--- src/sv/cps_pkg.sv ---
// Shared types, codes and constants for the counter priority task scheduler.
package cps_pkg;

	localparam int NUM_TASKS_DEF = 64;
	localparam int MAX_REFILLS   = 20;
	localparam int REF_W         = $clog2(MAX_REFILLS + 1);
	localparam int REQ_W         = 3;
	localparam int SLOT_W        = 6;
	localparam int PRIO_W        = 8;
	localparam int CNT_W         = 16;
	localparam int DEP_W         = 8;
	localparam int EXT_W         = 9;
	localparam logic [PRIO_W-1:0] INIT_PRIO_RST = 8'd1;
	localparam logic signed [CNT_W-1:0] CNT_MAX = 16'sh7fff;
	localparam logic signed [CNT_W-1:0] CNT_MIN = 16'sh8000;

	typedef enum logic [REQ_W-1:0] {
		REQ_TICK   = 3'd0,
		REQ_YIELD  = 3'd1,
		REQ_EXIT   = 3'd2,
		REQ_CREATE = 3'd3,
		REQ_PDIS   = 3'd4,
		REQ_PEN    = 3'd5
	} req_t;

	typedef enum logic [2:0] {
		ST_IDLE,
		ST_EXEC,
		ST_SCAN,
		ST_SCAN_END,
		ST_DECIDE,
		ST_REFILL,
		ST_REFILL_END,
		ST_DONE
	} state_t;

	typedef struct packed {
		logic [PRIO_W-1:0]       prio;
		logic signed [CNT_W-1:0] cnt;
		logic [DEP_W-1:0]        dep;
	} row_t;

	typedef struct packed {
		logic take;
		logic exec;
		logic scan_start;
		logic refill_start;
		logic walk;
		logic commit;
		logic out_load;
	} dp_cmd_t;

	typedef struct packed {
		logic walk_last;
		logic sched;
		logic pass_again;
		logic out_free;
	} dp_stat_t;

endpackage

--- src/sv/cps_ctrl.sv ---
// Sequencer for event handling, scan and refill passes.
module cps_ctrl import cps_pkg::*; (
	input  logic     clk,
	input  logic     arst_n,
	input  logic     in_valid,
	output logic     in_stall,
	input  dp_stat_t st,
	output dp_cmd_t  cmd
);

	state_t state_q, state_d;

	always_ff @(posedge clk or negedge arst_n) begin
		if (!arst_n) begin
			state_q <= ST_IDLE;
		end else begin
			state_q <= state_d;
		end
	end

	always_comb begin
		state_d  = state_q;
		cmd      = '0;
		in_stall = (state_q != ST_IDLE);
		case (state_q)
			ST_IDLE: begin
				if (in_valid) begin
					cmd.take = 1'b1;
					state_d  = ST_EXEC;
				end
			end
			ST_EXEC: begin
				cmd.exec = 1'b1;
				if (st.sched) begin
					cmd.scan_start = 1'b1;
					state_d        = ST_SCAN;
				end else begin
					state_d = ST_DONE;
				end
			end
			ST_SCAN: begin
				cmd.walk = 1'b1;
				if (st.walk_last) state_d = ST_SCAN_END;
			end
			ST_SCAN_END: begin
				state_d = ST_DECIDE;
			end
			ST_DECIDE: begin
				if (st.pass_again) begin
					cmd.refill_start = 1'b1;
					state_d          = ST_REFILL;
				end else begin
					cmd.commit = 1'b1;
					state_d    = ST_DONE;
				end
			end
			ST_REFILL: begin
				cmd.walk = 1'b1;
				if (st.walk_last) state_d = ST_REFILL_END;
			end
			ST_REFILL_END: begin
				cmd.scan_start = 1'b1;
				state_d        = ST_SCAN;
			end
			ST_DONE: begin
				if (st.out_free) begin
					cmd.out_load = 1'b1;
					state_d      = ST_IDLE;
				end
			end
			default: begin
				state_d = ST_IDLE;
			end
		endcase
	end

endmodule

--- src/sv/cps_dpath.sv ---
// Slot table, scan/refill pipeline and result register.
module cps_dpath import cps_pkg::*; #(
	parameter int NUM_TASKS = NUM_TASKS_DEF,
	localparam int IDX_W = $clog2(NUM_TASKS)
) (
	input  logic              clk,
	input  logic              arst_n,
	input  dp_cmd_t           cmd,
	output dp_stat_t          st,
	input  logic [REQ_W-1:0]  req_type,
	input  logic [SLOT_W-1:0] slot,
	input  logic [PRIO_W-1:0] priority_req,
	input  logic              cfg_we,
	input  logic [PRIO_W-1:0] cfg_data,
	input  logic              out_stall,
	output logic              out_valid,
	output logic [SLOT_W-1:0] active_task,
	output logic [SLOT_W-1:0] previous_task,
	output logic              switched
);

	// slot table: priority, counter, depth per row; rows never written read as zero
	row_t mem [NUM_TASKS];
	logic [NUM_TASKS-1:0] rvld_q, occ_q, run_q;
	logic [PRIO_W-1:0]    prio0_q;

	logic [REQ_W-1:0]  req_q;
	logic [IDX_W-1:0]  new_slot_q;
	logic              new_ok_q;
	logic [PRIO_W-1:0] new_prio_q;
	logic [IDX_W-1:0]  running_q, prev_q, idx_q, pick_q;
	logic signed [CNT_W-1:0] best_q;
	logic [REF_W-1:0]  refills_q;
	logic              mode_q;

	row_t             rd_s1;
	logic             rvld_s1, occ_s1, run_s1, v_s1;
	logic [IDX_W-1:0] idx_s1;

	logic              out_valid_q, sw_q;
	logic [SLOT_W-1:0] cur_out_q, prev_out_q;

	logic [EXT_W-1:0] slot_ext, cur_ext, prev_ext;
	logic [IDX_W-1:0] rd_addr, waddr, ex_addr;
	logic             rd_en, we, ex_we, sched;
	row_t             row_e, wdata, ex_data;
	logic signed [CNT_W:0]   dec_w, ref_w;
	logic signed [CNT_W-1:0] cnt_tick, cnt_ref;

	assign slot_ext = EXT_W'(slot);
	assign cur_ext  = EXT_W'(running_q);
	assign prev_ext = EXT_W'(prev_q);

	assign rd_en   = cmd.take | cmd.walk;
	assign rd_addr = cmd.take ? running_q : idx_q;

	always_ff @(posedge clk) begin
		if (rd_en) begin
			rd_s1   <= mem[rd_addr];
			rvld_s1 <= rvld_q[rd_addr];
			occ_s1  <= occ_q[rd_addr];
			run_s1  <= run_q[rd_addr];
			idx_s1  <= rd_addr;
		end
	end

	always_ff @(posedge clk) begin
		if (we) mem[waddr] <= wdata;
	end

	// slot 0 priority lives in its own register so config writes land at once
	always_comb begin
		row_e = rvld_s1 ? rd_s1 : '0;
		if (idx_s1 == '0) row_e.prio = prio0_q;
	end

	always_comb begin
		dec_w    = {row_e.cnt[CNT_W-1], row_e.cnt} - (CNT_W+1)'(1);
		cnt_tick = (row_e.cnt == CNT_MIN) ? row_e.cnt : dec_w[CNT_W-1:0];
		ref_w    = {{2{row_e.cnt[CNT_W-1]}}, row_e.cnt[CNT_W-1:1]}
			+ $signed({{(CNT_W+1-PRIO_W){1'b0}}, row_e.prio});
		// floor half plus priority cannot fall below the range, nor rise above it
		cnt_ref  = (!ref_w[CNT_W] && ref_w[CNT_W-1]) ? CNT_MAX : ref_w[CNT_W-1:0];
	end

	always_comb begin
		ex_we   = 1'b0;
		ex_addr = running_q;
		ex_data = row_e;
		sched   = 1'b0;
		case (req_t'(req_q))
			REQ_TICK: begin
				ex_we = 1'b1;
				if (cnt_tick <= 0 && row_e.dep == '0) begin
					ex_data.cnt = '0;
					sched       = 1'b1;
				end else begin
					ex_data.cnt = cnt_tick;
				end
			end
			REQ_YIELD, REQ_EXIT: begin
				ex_we       = 1'b1;
				ex_data.cnt = '0;
				sched       = 1'b1;
			end
			REQ_CREATE: begin
				ex_we        = new_ok_q;
				ex_addr      = new_slot_q;
				ex_data.prio = new_prio_q;
				ex_data.cnt  = $signed({{(CNT_W-PRIO_W){1'b0}}, new_prio_q});
				ex_data.dep  = '0;
			end
			REQ_PDIS: begin
				ex_we = 1'b1;
				if (row_e.dep != '1) ex_data.dep = row_e.dep + DEP_W'(1);
			end
			REQ_PEN: begin
				ex_we = 1'b1;
				if (row_e.dep != '0) ex_data.dep = row_e.dep - DEP_W'(1);
			end
			default: ;
		endcase
	end

	always_comb begin
		we    = 1'b0;
		waddr = ex_addr;
		wdata = ex_data;
		if (cmd.exec) begin
			we = ex_we;
		end else if (v_s1 && mode_q && occ_s1) begin
			we        = 1'b1;
			waddr     = idx_s1;
			wdata     = row_e;
			wdata.cnt = cnt_ref;
		end
	end

	always_ff @(posedge clk) begin
		if (cmd.take) begin
			req_q      <= req_type;
			new_slot_q <= slot_ext[IDX_W-1:0];
			new_ok_q   <= (slot_ext < EXT_W'(NUM_TASKS));
			new_prio_q <= priority_req;
			prev_q     <= running_q;
		end
		if (cmd.scan_start) begin
			best_q <= -16'sd1;
			pick_q <= '0;
		end else if (v_s1 && !mode_q && occ_s1 && run_s1 && row_e.cnt > best_q) begin
			best_q <= row_e.cnt;
			pick_q <= idx_s1;
		end
		if (cmd.out_load) begin
			cur_out_q  <= cur_ext[SLOT_W-1:0];
			prev_out_q <= prev_ext[SLOT_W-1:0];
			sw_q       <= (running_q != prev_q);
		end
	end

	always_ff @(posedge clk or negedge arst_n) begin
		if (!arst_n) begin
			rvld_q      <= '0;
			occ_q       <= NUM_TASKS'(1);
			run_q       <= NUM_TASKS'(1);
			prio0_q     <= INIT_PRIO_RST;
			running_q   <= '0;
			idx_q       <= '0;
			refills_q   <= '0;
			mode_q      <= 1'b0;
			v_s1        <= 1'b0;
			out_valid_q <= 1'b0;
		end else begin
			v_s1 <= cmd.walk;
			if (we) rvld_q[waddr] <= 1'b1;
			if (cfg_we) prio0_q <= cfg_data;
			if (cmd.exec) begin
				refills_q <= '0;
				if (req_t'(req_q) == REQ_EXIT) run_q[running_q] <= 1'b0;
				if (req_t'(req_q) == REQ_CREATE && new_ok_q) begin
					occ_q[new_slot_q] <= 1'b1;
					run_q[new_slot_q] <= 1'b1;
					if (new_slot_q == '0) prio0_q <= new_prio_q;
				end
			end
			if (cmd.scan_start) begin
				idx_q  <= '0;
				mode_q <= 1'b0;
			end else if (cmd.refill_start) begin
				idx_q     <= '0;
				mode_q    <= 1'b1;
				refills_q <= refills_q + REF_W'(1);
			end else if (cmd.walk) begin
				idx_q <= idx_q + IDX_W'(1);
			end
			if (cmd.commit) running_q <= pick_q;
			if (cmd.out_load) begin
				out_valid_q <= 1'b1;
			end else if (out_valid_q && !out_stall) begin
				out_valid_q <= 1'b0;
			end
		end
	end

	assign st.walk_last  = (idx_q == IDX_W'(NUM_TASKS - 1));
	assign st.sched      = sched;
	assign st.pass_again = (best_q == '0) && (refills_q < REF_W'(MAX_REFILLS));
	assign st.out_free   = !out_valid_q || !out_stall;

	assign out_valid     = out_valid_q;
	assign active_task   = cur_out_q;
	assign previous_task = prev_out_q;
	assign switched      = sw_q;

	a_refill_bound: assert property (@(posedge clk) disable iff (!arst_n)
		refills_q <= REF_W'(MAX_REFILLS))
		else $error("refill count beyond limit");

	a_run_hold: assert property (@(posedge clk) disable iff (!arst_n)
		!cmd.commit |=> $stable(running_q))
		else $error("running slot moved without commit");

	a_pick_live: assert property (@(posedge clk) disable iff (!arst_n)
		cmd.commit && best_q >= 0 |-> occ_q[pick_q] && run_q[pick_q])
		else $error("picked slot is not a runnable task");

	a_port_excl: assert property (@(posedge clk) disable iff (!arst_n)
		cmd.exec |-> !v_s1 && !cmd.walk)
		else $error("event write collides with table walk");

endmodule

--- src/sv/counter_priority_task_scheduler.sv ---
// Top level of the counter priority task scheduler.
//
// Usage:
//   Event channel (in_valid/in_stall, req_type, slot, priority_req): one
//   event per transfer; tick, yield, exit, create, preempt disable/enable.
//   Result channel (out_valid/out_stall): one transfer per event with the
//   current task, the previous task and a switched flag.
//   Config channel (cfg_valid/cfg_ready, init_priority): sets the priority
//   of slot 0; cfg_ready is always high, write only while idle.
// Flow:
//   One event at a time. Events without a pass go through take, execute
//   and done, where the result register is loaded. A pass walks the slot
//   table through its single read port, one slot per cycle; a scan ends
//   in a decide step, and each refill walk is followed by a rescan.
// Reset: slot 0 holds the initial task, running, with the reset priority;
//   no clearing pass is needed, rows never written read as zero.
// Stall: a result waits in the output register; the next event is taken,
//   but its own result is held back until the register has drained.
module counter_priority_task_scheduler import cps_pkg::*; #(
	parameter int NUM_TASKS = NUM_TASKS_DEF
) (
	input  logic              clk,
	input  logic              arst_n,
	input  logic              in_valid,
	output logic              in_stall,
	input  logic [REQ_W-1:0]  req_type,
	input  logic [SLOT_W-1:0] slot,
	input  logic [PRIO_W-1:0] priority_req,
	output logic              out_valid,
	input  logic              out_stall,
	output logic [SLOT_W-1:0] active_task,
	output logic [SLOT_W-1:0] previous_task,
	output logic              switched,
	input  logic              cfg_valid,
	output logic              cfg_ready,
	input  logic [PRIO_W-1:0] init_priority
);

	dp_cmd_t  cmd;
	dp_stat_t st;

	// the user must issue config writes only while idle; the block does not enforce this, and they are always taken
	assign cfg_ready = 1'b1;

	cps_ctrl u_ctrl (
		.clk      (clk),
		.arst_n   (arst_n),
		.in_valid (in_valid),
		.in_stall (in_stall),
		.st       (st),
		.cmd      (cmd)
	);

	cps_dpath #(
		.NUM_TASKS (NUM_TASKS)
	) u_dpath (
		.clk           (clk),
		.arst_n        (arst_n),
		.cmd           (cmd),
		.st            (st),
		.req_type      (req_type),
		.slot          (slot),
		.priority_req  (priority_req),
		.cfg_we        (cfg_valid && cfg_ready),
		.cfg_data      (init_priority),
		.out_stall     (out_stall),
		.out_valid     (out_valid),
		.active_task   (active_task),
		.previous_task (previous_task),
		.switched      (switched)
	);

endmodule
--- config.mk ---
export PLATFORM = sky130hd
export DESIGN_NAME = counter_priority_task_scheduler
export DESIGN_NICKNAME = d
export VERILOG_FILES = /design/src/sv/cps_pkg.sv /design/src/sv/cps_ctrl.sv /design/src/sv/cps_dpath.sv /design/src/sv/counter_priority_task_scheduler.sv
export SDC_FILE = /design/constraint.sdc
export NUM_CORES = 2
export LEC_CHECK = 0
export BUFFER_PORTS_ARGS = -buffer_cell sky130_fd_sc_hd__buf_2
export CAP_MARGIN = 20
export CORE_UTILIZATION = 60
export CTS_CLUSTER_SIZE = 12
export DETAILED_ROUTE_END_ITERATION = 8
export PLACE_DENSITY = 0.76
export SYNTH_ARGS = -nofsm -noshare
export SYNTH_HDL_FRONTEND = slang
export SYNTH_SLANG_ARGS = --single-unit
--- constraint.sdc ---
create_clock -name clk -period 12.6 [get_ports clk]
set_input_delay 0.63 -clock clk [delete_from_list [all_inputs] [get_ports clk]]
set_output_delay 0.63 -clock clk [all_outputs]
set_load 0.01 [all_outputs]
==> out/results.txt <==
The utilization of the core after routing was 67.2%. The end of the worst register-to-register path was u_dpath.rd_s1[2]$_DFFE_PP_. Setup repair after global routing left no endpoint under its margin.

The critical path in this run is classified as flip-flop to flip-flop. Compared with the post-synthesis result, the final layout area differs by 10.7%. The via count of the first global-routing pass is 60100, and the measured slew at the worst slew-check pin is 1.44 ns. Routability congestion estimate: 0.936. The run finished with clean final reports.

The floorplan step defined a die boundary enclosing 160000 µm². For the residual overflow from global routing, the log shows 0. Post-synthesis cell type with the largest combined area: sky130_fd_sc_hd__edfxtp_1. In this run the worst hold path is classified as primary input to flip-flop.

The tools report the number of DRC markers in iteration 0 as 10300. The filler cells instantiated in the layout total 10300. The number of routed nets with antenna violations was 0.

The tools report the startpoint class of the critical path as a flip-flop. The initial core utilization was 60.7%; the post-route minimum period was 6.48 ns. The length in cells of the worst reg-to-reg path was 11.

The delay contributed by the slowest stage of the critical path is 1.08 ns. Summing every instance area after synthesis gives 95200 µm². In the global route stage, met1 resource usage came out at 46.3%. The peak supply drop was 0.359 mV; the clock slew seen by the registers of the worst setup and hold paths was 0.06 ns. The x dimension of the die is 400 µm, and the number of violations of the max-capacitance limit is 0. The HPWL after detailed placement is 145000 µm, and the leakage component of the power is 0.0360 µW. The tools report the max-slew violation count as 0.

The count of buffers from port buffering works out to 44. After global routing, the most crowded layer is met2. The worst setup path is captured at a flip-flop. By instance count, the cell type seen most on the critical path is sky130_fd_sc_hd__buf_4. The overall routed net length is 274000 µm, and the overall track demand over capacity in global routing is 34.0%. The met3 usage is 7.97%. Synthesis produced 6720 cells.

Start point of the critical path: u_ctrl.state_q[2]$_DFFE_PN0P_. Of the cells placed in the final design, the portion with a size suffix greater than 1 is 11.5%. The worst register-to-register path begins at u_ctrl.state_q[2]$_DFFE_PN0P_. The number of antenna violations at the first check in global routing was 12; the worst setup skew after layout was 0.0548 ns. The number of nets at the end of the flow was 6798. The power density over the cells works out to 235 nW/µm².

For the worst-skew pair, the clock arrives at the later sink with an insertion delay of 0.89 ns. The number of setup violations in the final report was 0; the count of vias placed by the detailed router was 62100. Sorting the synthesized cells by area gives the leading types as sky130_fd_sc_hd__edfxtp_1, sky130_fd_sc_hd__dfrtp_1, sky130_fd_sc_hd__nand2_1. TritonCTS built the clock tree. The cell at the slowest stage of the critical path was sky130_fd_sc_hd__a221oi_1. The first global-routing pass estimated 398000 µm of wire. The run gives 157000 µm² as the core footprint. The peak clock frequency supported by timing came out at 154 MHz. The tools report the global routing met2 resource utilization as 52.1%.

First-pass iteration count of the detailed router: 8. The ratio of routed vias to standard cells works out to 6.96. During I/O placement, the number of pins put on the boundary was 46. In this run, synthesis inferred 2125 flip-flops with an integrated enable. The placement row count was 145; the post-synthesis area per instance was 14.2 µm².

The area share of the largest cell type after synthesis is 67.1%. The mean routed wirelength per cell was 30.7 µm. The dominant register cell in the synthesized netlist was sky130_fd_sc_hd__edfxtp_1.

Of all flip-flops after synthesis, the portion carrying an async set or reset was 9.41%. The register bit count reported by yosys is 2370. The maximum buffer depth of the clock tree is 3. The critical path goes through nor4b_2 > buf_4 > mux2i_1 > inv_2 > nor2_4 > buf_4 > buf_4 > a32oi_1 > and3_1 > a221oi_1 > o221ai_1. The logs give 91 for the number of distinct standard cells referenced by the synthesized netlist and 2370 for the clock sink total. The logs give 13.16 ns for the required time at the endpoint of the critical path and 7.04 ns for the worst endpoint data arrival time. The worst-path maximum fanout is 48. In the routed design, unresolved DRC markers number 0. Following the worst setup path forward leads to its endpoint at u_dpath.rd_s1[2]$_DFFE_PP_. The headroom to the max-slew limit was 3.84%. Yosys printed 0 warnings. Entering global routing, the biggest net connects 200 pins. The number of setup buffers added after CTS is 0. Counting every net in the synthesized netlist gives 6773. CTS placed an instance of sky130_fd_sc_hd__clkbuf_16 at the clock tree root. In this run the vertical extent of the chip is 400 µm. Minimum setup slack among reg-to-reg paths: 6.12 ns.

Setup total negative slack on the finished layout was measured at 0 ns. For the count of final hold-check violations, the log shows 0. In this run, CTS created clock tree buffers numbering 228. The H-tree was split into 4 levels. The post-route clock period utilization came out at 51.4%. The sequential area share after synthesis is 73.4%.
==> power breakdown <==
group          total (µW)  internal (µW)  switching [µW]
clock                6210           3400            2820
combinational        8410           2320            6080
sequential          10200           9820             358
==> per-stage QoR <==
| stage | area, µm² | hold slack (ns) | setup WS, ns | total power, µW | cells |
|---|---|---|---|---|---|
| floorplan | 95200 | 0.334 | 6.14 | 15200 | 6720 |
| global placement | 98400 | 0.438 | 6.06 | 18200 | 8542 |
| detailed placement | 98500 | 0.444 | 6.35 | 18400 | 8549 |
| CTS | 105000 | 0.0155 | 6.35 | 24500 | 8918 |
| global route | 105000 | 0.0760 | 6.05 | 25400 | 8926 |
| finish | 105000 | 0.0672 | 6.12 | 24800 | 8928 |
==> cell type report <==
type                    instances  area (µm²)  share of cell area (%)
clock inverters                48         424                   0.403
diodes                          4        10.0                 0.00951
clock buffers                 303        6110                    5.80
flip-flops and latches       2370       69800                    66.3
multi-input cells            3865       24200                    23.0
well taps                    2058        2570                    2.45
repair buffers                242        1980                    1.88
inverters                      38         163                   0.154
==> layout by cell type (no fill, tap or decap), types with 13 or more instances in the layout <==
master                          count
sky130_fd_sc_hd__clkbuf_1          67
sky130_fd_sc_hd__o21ai_1           69
sky130_fd_sc_hd__dfrtp_1          220
sky130_fd_sc_hd__clkbuf_16        232
sky130_fd_sc_hd__o21bai_1          99
sky130_fd_sc_hd__and3_1            75
sky130_fd_sc_hd__nor2_4            75
sky130_fd_sc_hd__mux2i_1          101
sky130_fd_sc_hd__nor2_1            81
sky130_fd_sc_hd__buf_2             44
sky130_fd_sc_hd__edfxtp_1        2125
sky130_fd_sc_hd__and2_1            16
sky130_fd_sc_hd__a32oi_1           72
sky130_fd_sc_hd__o211ai_1          21
sky130_fd_sc_hd__nand3_1          415
sky130_fd_sc_hd__nand2_1         1409
sky130_fd_sc_hd__xor2_1            17
sky130_fd_sc_hd__ha_1              22
sky130_fd_sc_hd__a21oi_1          319
sky130_fd_sc_hd__mux4_2           140
sky130_fd_sc_hd__a22oi_1          246
sky130_fd_sc_hd__nand3b_1          13
sky130_fd_sc_hd__dfxtp_1           22
sky130_fd_sc_hd__inv_1             32
sky130_fd_sc_hd__nand2b_1          33
sky130_fd_sc_hd__a221oi_1          73
sky130_fd_sc_hd__nand4_1           89
sky130_fd_sc_hd__buf_4            162
sky130_fd_sc_hd__clkinv_1          24
sky130_fd_sc_hd__xnor2_1           16
sky130_fd_sc_hd__o21ai_0          140
sky130_fd_sc_hd__nor3_1            21
sky130_fd_sc_hd__o221ai_1          36
sky130_fd_sc_hd__dlygate4sd3_1     18
sky130_fd_sc_hd__a31oi_1           81
==> flip-flops by register name (all words and copies together), names as in the netlist, 3 cells and up <==
register and flops:
u_dpath.prev_q 6, u_dpath.rvld_q 64, u_dpath.run_q 64, u_dpath.running_q 6, u_dpath.pick_q 6, u_dpath.rd_s1 32
u_dpath.new_prio_q 8, u_dpath.new_slot_q 6, u_dpath.idx_s1 6, u_dpath.best_q 16, u_dpath.previous_task 6, u_dpath.idx_q 6
u_dpath.active_task 6, u_dpath.req_q 3, u_dpath.refills_q 5, u_dpath.mem 2048, u_ctrl.state_q 3, u_dpath.prio0_q 8
u_dpath.occ_q 64
==> worst min-delay path by stage <==
stage | startpoint | endpoint | slack [ns] | cells after the start
after CTS | out_stall | u_dpath.out_valid$_DFFE_PN0P_ | 0.02 | 3
final | out_stall | u_dpath.out_valid$_DFFE_PN0P_ | 0.07 | 3
after global routing | out_stall | u_dpath.out_valid$_DFFE_PN0P_ | 0.08 | 3
after detailed placement | u_dpath.occ_q[5]$_DFFE_PN0P_ | u_dpath.occ_q[5]$_DFFE_PN0P_ | 0.44 | 1
after global placement | u_dpath.occ_q[3]$_DFFE_PN0P_ | u_dpath.occ_q[3]$_DFFE_PN0P_ | 0.44 | 1
after floorplan | arst_n | u_ctrl.state_q[0]$_DFFE_PN0P_ | 0.33 | 0
==> critical path, delay by kind of cell, from the launching register on <==
kind,cells,cell delay [ns]
buffers and inverters,4,2.15
DFF,1,0.55
AOI/OAI and AO/OA,3,1.56
muxes,1,0.76
and+or+nand+nor,3,1.11
==> synth_stat cells, types with 38 or more instances <==
cell and instances:
sky130_fd_sc_hd__clkbuf_1 258, sky130_fd_sc_hd__a31oi_1 84, sky130_fd_sc_hd__a32oi_1 72, sky130_fd_sc_hd__a22oi_1 246
sky130_fd_sc_hd__buf_1 46, sky130_fd_sc_hd__nor2_1 154, sky130_fd_sc_hd__mux4_2 140, sky130_fd_sc_hd__dfrtp_1 220
sky130_fd_sc_hd__and3_1 75, sky130_fd_sc_hd__o21bai_1 99, sky130_fd_sc_hd__a221oi_1 75, sky130_fd_sc_hd__o21ai_1 69
sky130_fd_sc_hd__buf_2 133, sky130_fd_sc_hd__mux2i_1 103, sky130_fd_sc_hd__o21ai_0 140, sky130_fd_sc_hd__a21oi_1 324
sky130_fd_sc_hd__nand3_1 415, sky130_fd_sc_hd__o221ai_1 38, sky130_fd_sc_hd__nand2_1 1409, sky130_fd_sc_hd__edfxtp_1 2125
sky130_fd_sc_hd__nand4_1 89
==> logic make-up (layout without fill, tap and decap cells) <==
kind of cell | after synthesis | count (layout) | synth area share, %
DFF | 2370 | 2370 | 73.4
adders and majority gates | 25 | 25 | 0.331
other | 1 | 5 | 0.00394
xor gates and xnor gates | 33 | 33 | 0.304
and+or+nand+nor | 2312 | 2312 | 10.7
AOI/OAI and AO/OA | 1238 | 1238 | 8.61
buffers and inverters | 485 | 631 | 2.14
muxes | 256 | 256 | 4.55
==> repair_timing <==
action | in CTS | in global routing
hold endpoints to repair | 79 | 0
hold buffers | 18 | 0
resized for setup | 0 | 0
==> layer usage <==
metal | vias up | routed length (µm)
met5 | - | 60
met4 | 8 | 14100
met3 | 777 | 38300
met2 | 5060 | 125000
met1 | 30800 | 96800
li1 | 25500 | -
Note: power is estimated with default switching activity, not from simulation.
